<file path="src/sle_pkg.sv">
// shared types and constants for the sprite line evaluation block
// no dependencies; imported by every module of the block but sle_ram

package sle_pkg;

  // attribute memory: 256 bytes held as 64 words of four byte lanes
  localparam int OAM_WORDS = 64;
  localparam int WORD_AW   = 6;
  localparam int LANES     = 4;

  localparam logic [7:0] NONE_BYTE    = 8'hFF;
  localparam logic [7:0] SHORT_HEIGHT = 8'd8;
  localparam logic [7:0] TALL_HEIGHT  = 8'd16;

  localparam logic [1:0] CMD_WRITE = 2'd0;
  localparam logic [1:0] CMD_READ  = 2'd1;
  localparam logic [1:0] CMD_EVAL  = 2'd2;

  typedef enum logic [2:0] {
    ST_CLEAR,
    ST_IDLE,
    ST_READ,
    ST_SCAN,
    ST_EMIT
  } sle_state_t;

  typedef struct packed {
    logic [1:0] cmd;
    logic [7:0] oam_address;
    logic [7:0] oam_data;
    logic [7:0] scanline;
  } sle_in_t;

  typedef struct packed {
    logic [7:0] read_data;
    logic       found;
    logic [2:0] slot;
    logic [7:0] sprite_y;
    logic [7:0] sprite_tile;
    logic [7:0] sprite_attr;
    logic [7:0] sprite_x;
    logic [3:0] line_count;
    logic       zero_selected;
    logic       overflow;
    logic       last;
  } sle_out_t;

  // one access per cycle to all four lanes at one word address
  typedef struct packed {
    logic [LANES-1:0]   wmask;
    logic [WORD_AW-1:0] addr;
    logic [7:0]         wdata;
  } sle_mem_req_t;

  function automatic sle_out_t blank_result();
    sle_out_t r;
    r.read_data     = 8'd0;
    r.found         = 1'b0;
    r.slot          = 3'd0;
    r.sprite_y      = NONE_BYTE;
    r.sprite_tile   = NONE_BYTE;
    r.sprite_attr   = NONE_BYTE;
    r.sprite_x      = NONE_BYTE;
    r.line_count    = 4'd0;
    r.zero_selected = 1'b0;
    r.overflow      = 1'b0;
    r.last          = 1'b1;
    return r;
  endfunction

endpackage

</file>
<file path="src/sprite_line_evaluation.sv">
// top level of the sprite line evaluation block: config register, sequencer, memory
// depends on sle_pkg, sle_ctrl, sle_attr_mem (sle_ram)
//
//  channel   handshake                 payload
//  command   start / busy              item   (sle_in_t)
//  result    result_valid, no stall    result (sle_out_t)
//  config    cfg_wen                   cfg_wdata (tall_sprites)
//
// after reset busy stays high while the memory is cleared word by word
// write: busy is not raised; the block stays idle for the next command
// read: busy while in ST_READ, which loads the result register; the strobe is registered
// evaluate: busy through scan and replay (n picked sprites), one y byte read per
//   cycle from the memory port during the scan, then one re-read per picked sprite;
//   a ninth in-range entry ends the scan early; results strobe one per cycle

module sprite_line_evaluation
  import sle_pkg::*;
#(
  parameter int NUM_ENTRIES  = 64,
  parameter int MAX_PER_LINE = 8
) (
  input  logic     clk,
  input  logic     rst,
  input  logic     cfg_wen,
  input  logic     cfg_wdata,
  input  logic     start,
  input  sle_in_t  item,
  output logic     busy,
  output logic     result_valid,
  output sle_out_t result
);

  logic               tall_sprites;
  sle_mem_req_t       mem_req;
  logic [8*LANES-1:0] mem_rdata;

  always_ff @(posedge clk) begin
    if (rst) begin
      tall_sprites <= 1'b0;
    end else if (cfg_wen) begin
      tall_sprites <= cfg_wdata;
    end
  end

  sle_ctrl #(
    .NUM_ENTRIES  (NUM_ENTRIES),
    .MAX_PER_LINE (MAX_PER_LINE)
  ) u_ctrl (
    .clk          (clk),
    .rst          (rst),
    .tall_sprites (tall_sprites),
    .start        (start),
    .item         (item),
    .busy         (busy),
    .mem_req      (mem_req),
    .mem_rdata    (mem_rdata),
    .result_valid (result_valid),
    .result       (result)
  );

  sle_attr_mem u_mem (
    .clk   (clk),
    .req   (mem_req),
    .rdata (mem_rdata)
  );

endmodule

</file>
<file path="src/sle_ram.sv">
// generic single-port synchronous ram with registered read
// no dependencies

module sle_ram #(
  parameter int WIDTH = 8,
  parameter int DEPTH = 64
) (
  input  logic                                   clk,
  input  logic                                   we,
  input  logic [((DEPTH > 1) ? $clog2(DEPTH) : 1)-1:0] addr,
  input  logic [WIDTH-1:0]                       wdata,
  output logic [WIDTH-1:0]                       rdata
);

  logic [WIDTH-1:0] mem [DEPTH];

  always_ff @(posedge clk) begin
    if (we) begin
      mem[addr] <= wdata;
    end
    rdata <= mem[addr];
  end

endmodule

</file>
<file path="src/sle_attr_mem.sv">
// sprite attribute memory: four byte lanes (y, tile, attr, x) of 64 words
// depends on sle_pkg and sle_ram

module sle_attr_mem
  import sle_pkg::*;
(
  input  logic                 clk,
  input  sle_mem_req_t         req,
  output logic [8*LANES-1:0]   rdata
);

  for (genvar g = 0; g < LANES; g++) begin : g_lane
    sle_ram #(
      .WIDTH (8),
      .DEPTH (OAM_WORDS)
    ) u_ram (
      .clk   (clk),
      .we    (req.wmask[g]),
      .addr  (req.addr),
      .wdata (req.wdata),
      .rdata (rdata[8*g +: 8])
    );
  end

endmodule

</file>
<file path="src/sle_ctrl.sv">
// command sequencer: memory clear, byte access, scanline scan, picked-list replay, result register
// depends on sle_pkg; drives the attribute memory through sle_mem_req_t

module sle_ctrl
  import sle_pkg::*;
#(
  parameter int NUM_ENTRIES  = 64,
  parameter int MAX_PER_LINE = 8
) (
  input  logic               clk,
  input  logic               rst,
  input  logic               tall_sprites,
  input  logic               start,
  input  sle_in_t            item,
  output logic               busy,
  output sle_mem_req_t       mem_req,
  input  logic [8*LANES-1:0] mem_rdata,
  output logic               result_valid,
  output sle_out_t           result
);

  localparam int IW = $clog2(NUM_ENTRIES);
  localparam int KW = (MAX_PER_LINE > 1) ? $clog2(MAX_PER_LINE) : 1;
  localparam int CW = $clog2(MAX_PER_LINE + 1);

  sle_state_t         state, state_next;
  logic [WORD_AW-1:0] clr_idx;
  sle_in_t            op_q;
  logic [IW-1:0]      scan_idx;
  logic [CW-1:0]      count;
  logic               zero_q;
  logic               ovf_q;
  logic [IW-1:0]      picked [MAX_PER_LINE];
  logic [KW-1:0]      emit_k;

  logic          accept;
  logic [8:0]    diff;
  logic [7:0]    height;
  logic          in_range, cap_full, hit_take, hit_ovf, last_entry, scan_done;
  logic [CW-1:0] count_upd;
  logic [IW-1:0] first_pick;
  logic          emit_last;
  logic [KW-1:0] emit_nxt;
  logic [KW+2:0] slot_ext;
  logic [CW+3:0] count_ext;
  logic          result_load;
  sle_out_t      result_next;

  // entries past the 64th alias back onto the memory, byte addresses wrap
  function automatic logic [WORD_AW-1:0] entry_word(input logic [IW-1:0] idx);
    logic [IW+WORD_AW-1:0] ext;
    ext = {{WORD_AW{1'b0}}, idx};
    return ext[WORD_AW-1:0];
  endfunction

  assign accept = start && !busy;

  // y compare on the lane read back this cycle
  assign height     = tall_sprites ? TALL_HEIGHT : SHORT_HEIGHT;
  assign diff       = {1'b0, op_q.scanline} - {1'b0, mem_rdata[7:0]};
  assign in_range   = !diff[8] && (diff[7:0] < height);
  assign cap_full   = (count == CW'(MAX_PER_LINE));
  assign hit_take   = in_range && !cap_full;
  assign hit_ovf    = in_range && cap_full;
  assign last_entry = (scan_idx == IW'(NUM_ENTRIES - 1));
  assign scan_done  = hit_ovf || last_entry;
  assign count_upd  = hit_take ? count + 1'b1 : count;
  // forward the entry picked in this very cycle
  assign first_pick = (count == '0) ? scan_idx : picked[0];

  assign emit_last = ((CW'(emit_k) + CW'(1)) == count);
  assign emit_nxt  = emit_last ? emit_k : emit_k + 1'b1;
  assign slot_ext  = {3'b000, emit_k};
  assign count_ext = {4'b0000, count};

  always_comb begin
    state_next = state;
    case (state)
      ST_CLEAR: begin
        if (clr_idx == WORD_AW'(OAM_WORDS - 1)) state_next = ST_IDLE;
      end
      ST_IDLE: begin
        if (accept) begin
          case (item.cmd)
            CMD_READ: state_next = ST_READ;
            CMD_EVAL: state_next = ST_SCAN;
            default:  state_next = ST_IDLE;
          endcase
        end
      end
      ST_READ: state_next = ST_IDLE;
      ST_SCAN: begin
        if (scan_done) state_next = (count_upd == '0) ? ST_IDLE : ST_EMIT;
      end
      ST_EMIT: begin
        if (emit_last) state_next = ST_IDLE;
      end
      default: state_next = ST_IDLE;
    endcase
  end

  always_comb begin
    busy          = (state != ST_IDLE);
    mem_req.wmask = '0;
    mem_req.addr  = '0;
    mem_req.wdata = item.oam_data;
    result_load   = 1'b0;
    result_next   = blank_result();
    case (state)
      ST_CLEAR: begin
        mem_req.wmask = '1;
        mem_req.addr  = clr_idx;
        mem_req.wdata = 8'd0;
      end
      ST_IDLE: begin
        if (accept) begin
          case (item.cmd)
            CMD_WRITE: begin
              mem_req.wmask = LANES'(1) << item.oam_address[1:0];
              mem_req.addr  = item.oam_address[7:2];
            end
            CMD_READ: mem_req.addr = item.oam_address[7:2];
            CMD_EVAL: mem_req.addr = entry_word('0);
            default:  mem_req.addr = '0;
          endcase
        end
      end
      ST_READ: begin
        result_load           = 1'b1;
        result_next.read_data = mem_rdata[8*op_q.oam_address[1:0] +: 8];
      end
      ST_SCAN: begin
        mem_req.addr = scan_done ? entry_word(first_pick) : entry_word(scan_idx + 1'b1);
        // nothing in range: a single empty result
        if (scan_done && count_upd == '0) result_load = 1'b1;
      end
      ST_EMIT: begin
        mem_req.addr              = entry_word(picked[emit_nxt]);
        result_load               = 1'b1;
        result_next.found         = 1'b1;
        result_next.slot          = slot_ext[2:0];
        result_next.sprite_y      = mem_rdata[7:0];
        result_next.sprite_tile   = mem_rdata[15:8];
        result_next.sprite_attr   = mem_rdata[23:16];
        result_next.sprite_x      = mem_rdata[31:24];
        result_next.line_count    = count_ext[3:0];
        result_next.zero_selected = zero_q;
        result_next.overflow      = ovf_q;
        result_next.last          = emit_last;
      end
      default: begin
        result_load = 1'b0;
      end
    endcase
  end

  always_ff @(posedge clk) begin
    if (rst) begin
      state        <= ST_CLEAR;
      clr_idx      <= '0;
      scan_idx     <= '0;
      count        <= '0;
      zero_q       <= 1'b0;
      ovf_q        <= 1'b0;
      emit_k       <= '0;
      result_valid <= 1'b0;
    end else begin
      state        <= state_next;
      result_valid <= result_load;
      if (state == ST_CLEAR) clr_idx <= clr_idx + 1'b1;
      if (accept && item.cmd == CMD_EVAL) begin
        scan_idx <= '0;
        count    <= '0;
        zero_q   <= 1'b0;
        ovf_q    <= 1'b0;
      end
      if (state == ST_SCAN) begin
        scan_idx <= scan_idx + 1'b1;
        count    <= count_upd;
        if (hit_take && scan_idx == '0) zero_q <= 1'b1;
        if (hit_ovf) ovf_q <= 1'b1;
        if (scan_done) emit_k <= '0;
      end
      if (state == ST_EMIT) emit_k <= emit_nxt;
    end
  end

  always_ff @(posedge clk) begin
    if (accept) op_q <= item;
    if (state == ST_SCAN && hit_take) picked[count[KW-1:0]] <= scan_idx;
    if (result_load) result <= result_next;
  end

  // a run's final result is never followed directly by another
  a_last_gap: assert property (@(posedge clk) disable iff (rst)
    result_valid && result.last |=> !result_valid)
    else $error("result right after a last result");

  a_write_when: assert property (@(posedge clk) disable iff (rst)
    (|mem_req.wmask) |-> (state == ST_CLEAR || state == ST_IDLE))
    else $error("memory write outside clear or idle");

  a_emit_range: assert property (@(posedge clk) disable iff (rst)
    state == ST_EMIT |-> (CW'(emit_k) < count))
    else $error("replay index past picked count");

  a_count_cap: assert property (@(posedge clk) disable iff (rst)
    count <= CW'(MAX_PER_LINE))
    else $error("picked count above limit");

  a_result_src: assert property (@(posedge clk) disable iff (rst)
    result_valid |-> ($past(state) == ST_READ || $past(state) == ST_SCAN ||
                      $past(state) == ST_EMIT))
    else $error("result strobe from wrong state");

endmodule

</file>
<file path="config.mk">
export PLATFORM = sky130hd
export DESIGN_NAME = sprite_line_evaluation
export DESIGN_NICKNAME = d
export VERILOG_FILES = /design/src/sle_pkg.sv /design/src/sprite_line_evaluation.sv /design/src/sle_ram.sv /design/src/sle_attr_mem.sv /design/src/sle_ctrl.sv
export SDC_FILE = /design/constraint.sdc
export NUM_CORES = 2
export LEC_CHECK = 0
export ABC_AREA = 1
export ABC_CLOCK_PERIOD_IN_PS = 24700
export BUFFER_PORTS_ARGS = -buffer_cell sky130_fd_sc_hd__buf_2
export CORE_MARGIN = 2
export CORE_UTILIZATION = 45
export DETAILED_ROUTE_END_ITERATION = 10
export PLACE_DENSITY_LB_ADDON = 0.2
export RECOVER_POWER = 50
export SLEW_MARGIN = 10
export SYNTH_ARGS = -nofsm -noshare
export SYNTH_HDL_FRONTEND = slang
export SYNTH_SLANG_ARGS = --single-unit
</file>
<file path="constraint.sdc">
create_clock -name clk -period 24.7 [get_ports clk]
set_clock_uncertainty 0.05 [all_clocks]
set_input_delay 2.47 -clock clk [delete_from_list [all_inputs] [get_ports clk]]
set_output_delay 2.47 -clock clk [all_outputs]
set_load 0.01 [all_outputs]
</file>
==> results.md <==
* Status: finished with violations
* Failing checks: max-capacitance violations, max-slew violations
* PD cells at 129 nW/um2
* CP max-delay cell: clkbuf_1
* Worst EP arrival at 13,270 ps
* DP HPWL at 163,000 um
* Routed Antenna Nets at 0
* Clock Sinks at 2,215
* CTS tree: done
* Leakage at 43.2 nW
* Seq cells post-synth at 2,215
* Setup TNS at 0 ps
* Final worst path period need at 13,950 ps
* Largest net degree at the start of global routing at 195
* Max-cap violations at 22
* Final setup fails at 0
* Top-count cell post-synth: nand2_1
* Drc violations at 0
* Critical-path cell list: buf_2 -> inv_1 -> nor2_1 -> clkbuf_1 -> clkbuf_1
* Die height at 463 um
* Crit Path Class: in2reg
* Initial Util at 0.452
* Dpl cells at 11,921
* Max-slew violation count at 1,987
* Most frequent cells after synthesis: nand2_1, edfxtp_1, nor2_1
* Layout net count at 9,391
* Clk slew on worst S/H paths at 70 ps
* Crit path max-delay family: buffers and inverters
* Slew HR at -5.59
* First-pass GRT wire length at 408,000 um
* Area delta synth->final at 9.63%
* FP Rows at 168
* Maximum fanout along the worst path at 160
* RSZ-0062 raised after global routing: false
* Slowest stage delay, CP at 6330 ps
* Worst setup EP type: flop
* TritonRoute pass-1 iters at 6
* Routed len/inst at 22.5 um
* EDFF count, synth at 2,157
* CTS Buf Count at 224
* Cell area after layout at 104,000 um2
* Pre-CTS worst setup slack at 16,010 ps
* Die X-Extent at 463 um
* Vias at 64,659
* CP dominant cell by count: clkbuf_1
* Post-route setup slack at 10,750 ps
* Area after DPL at 97,000 um2
* Die Footprint at 214,000 um2
* Mapped Nets at 9,465
* Worst EP required at 24,020 ps
* Final Cycle Share at 0.565
* Cells after Synth at 9,416
* CTS max path bufs at 3
* Final hold violation count at 0
* Tightest Hold Check Type: reg2reg
* Buffers and inverters on the worst path at 4
* Ys async rst share at 0
* Top_reg_cell synth: edfxtp_1
* Worst vdd ir at 0.000134 V
* Synthesis Warnings at 0
* # hold bufs at CTS at 0
* H-tree depth at 4
* Post-CTS sizing at 0
* Gpl congestion at 0.890
* Synth top area share at 0.684
* Top post-synthesis cells by area: edfxtp_1, nand2_1, nor2_1, buf_2, dfxtp_1
* Vias in the first global route at 61,198
* Worst-Skew Late Latency at 870 ps
* Netlist Area Pre-Place at 94,700 um2
* Setup bufs post-CTS at 0
* # IOs at 84
* CTS root buf: clkbuf_16
* Fraction of layout cells with a size suffix above 1 at 0.0484
* Initial antenna violation count at 13
* Post-Route WL at 277,000 um
* Startpoint types: primary input
* Area leader, netlist: edfxtp_1
* Post-Layout Cell Count at 12,337
* Sequential area share after synthesis at 0.696
* Synthesized area per cell at 10.1 um2
* Vias/cell at 5.24
* DRT iter0 DRCs at 7,290
* Distinct cells, synth at 41
* Core Area at 209,000 um2
* Grt ovf at 0
* GRT Util Overall at 0.254
* Worst-Margin Slew at 9890 ps
* Port-buffer cells at 83
* Max Clock Freq at 0.0717 GHz
==> layer usage <==
| layer | track usage | up-vias | wire length [um] |
|---|---|---|---|
| met4 | 0.104 | 8 | 12100 |
| li1 | - | 30314 | - |
| met2 | 0.400 | 2623 | 127000 |
| met3 | 0.0501 | 510 | 23700 |
| met1 | 0.346 | 31204 | 114000 |
| met5 | 0 | - | 48 |
==> flip-flops by register name, indices dropped and copies added, names as in the netlist, 3 cells and up <==
name	flops
u_mem.g_lane.u_ram.mem	2048
u_ctrl.result	51
u_ctrl.picked	48
u_mem.g_lane.u_ram.rdata	32
u_ctrl.op_q	10
u_ctrl.clr_idx	6
u_ctrl.scan_idx	6
u_ctrl.count	4
u_ctrl.emit_k	3
u_ctrl.state	3
==> layout by cell type, fill, tap and decap left out, types with 2 or more instances in the layout <==
| cell type | instances |
|---|---|
| nand2_1 | 5830 |
| edfxtp_1 | 2157 |
| nor2_1 | 407 |
| clkbuf_16 | 228 |
| inv_1 | 150 |
| clkbuf_1 | 148 |
| nand3_1 | 105 |
| dfxtp_1 | 58 |
| buf_4 | 57 |
| a21oi_1 | 51 |
| clkinv_1 | 44 |
| clkinv_2 | 41 |
| nand4_1 | 31 |
| o21ai_0 | 28 |
| nor2_4 | 21 |
| bufinv_16 | 20 |
| ha_1 | 18 |
| buf_2 | 18 |
| o211ai_1 | 12 |
| inv_2 | 10 |
| or2_2 | 10 |
| clkinvlp_4 | 8 |
| buf_12 | 8 |
| nor3_1 | 7 |
| nand2_2 | 7 |
| inv_6 | 7 |
| xor2_1 | 5 |
| o21ai_1 | 5 |
| nand3_2 | 4 |
| nand3_4 | 4 |
| a31oi_4 | 4 |
| o22ai_1 | 3 |
| nor2_2 | 2 |
| o21ai_2 | 2 |
| nand3b_1 | 2 |
| a32oi_1 | 2 |
| a31oi_1 | 2 |
| clkbuf_8 | 2 |
| clkinv_8 | 2 |
==> worst paths after layout <==
check        cells after the start                                          to  slack, ps                    startpoint
min                              2                    u_ctrl.zero_q$_SDFF_PP0_        430      u_ctrl.zero_q$_SDFF_PP0_
max                              5  u_mem.g_lane[1].u_ram.mem[34][6]$_DFFE_PP_      10750                      item[14]
max reg2reg                      6  u_mem.g_lane[1].u_ram.mem[34][6]$_DFFE_PP_      11460  u_ctrl.state[2]$_SDFFE_PP0P_
min reg2reg                      2                    u_ctrl.zero_q$_SDFF_PP0_        430      u_ctrl.zero_q$_SDFF_PP0_
==> per-stage QoR <==
| step | util | hold slack, ps | power (mW) |
|---|---|---|---|
| floorplan | - | 392 | 8.28 |
| global placement | 0.463 | 406 | 9.96 |
| detailed placement | 0.463 | 415 | 9.99 |
| CTS | 0.497 | 425 | 13.3 |
| global route | 0.496 | 456 | 14.1 |
| finish | 0.496 | 427 | 13.4 |
==> power by group <==
| group | internal [mW] | switching, mW | leakage [nW] |
|---|---|---|---|
| sequential | 4.77 | 0.0743 | 20.3 |
| clock | 1.90 | 1.44 | 3.48 |
| combinational | 1.13 | 4.07 | 19.4 |
| total | 7.81 | 5.58 | 43.2 |
==> tightest hold or removal path, stage by stage (launching register included) <==
cell     delay, ps
dfxtp_1        310
nand2_1         60
a21oi_1         60
==> cells by family after synthesis <==
group                    after synthesis  synth area share
buffers and inverters                631            0.0349
flip-flops                          2215             0.696
adder cells (fa/ha/maj)               18           0.00238
AND/OR/NAND/NOR                     6433             0.260
XOR/XNOR                               5          0.000462
AO/OA/AOI/OAI                        114           0.00675
==> layout make-up <==
cell class	count	area [um2]
clock buffer	292	5970
inverter	162	616
antenna	1	2.50
sequential	2215	65900
fill	19076	106000
clock inverter	123	1170
multi-input combinational	6570	25700
timing repair buffer	169	1000
tap	2805	3510
(Power assumes the default switching activity.)
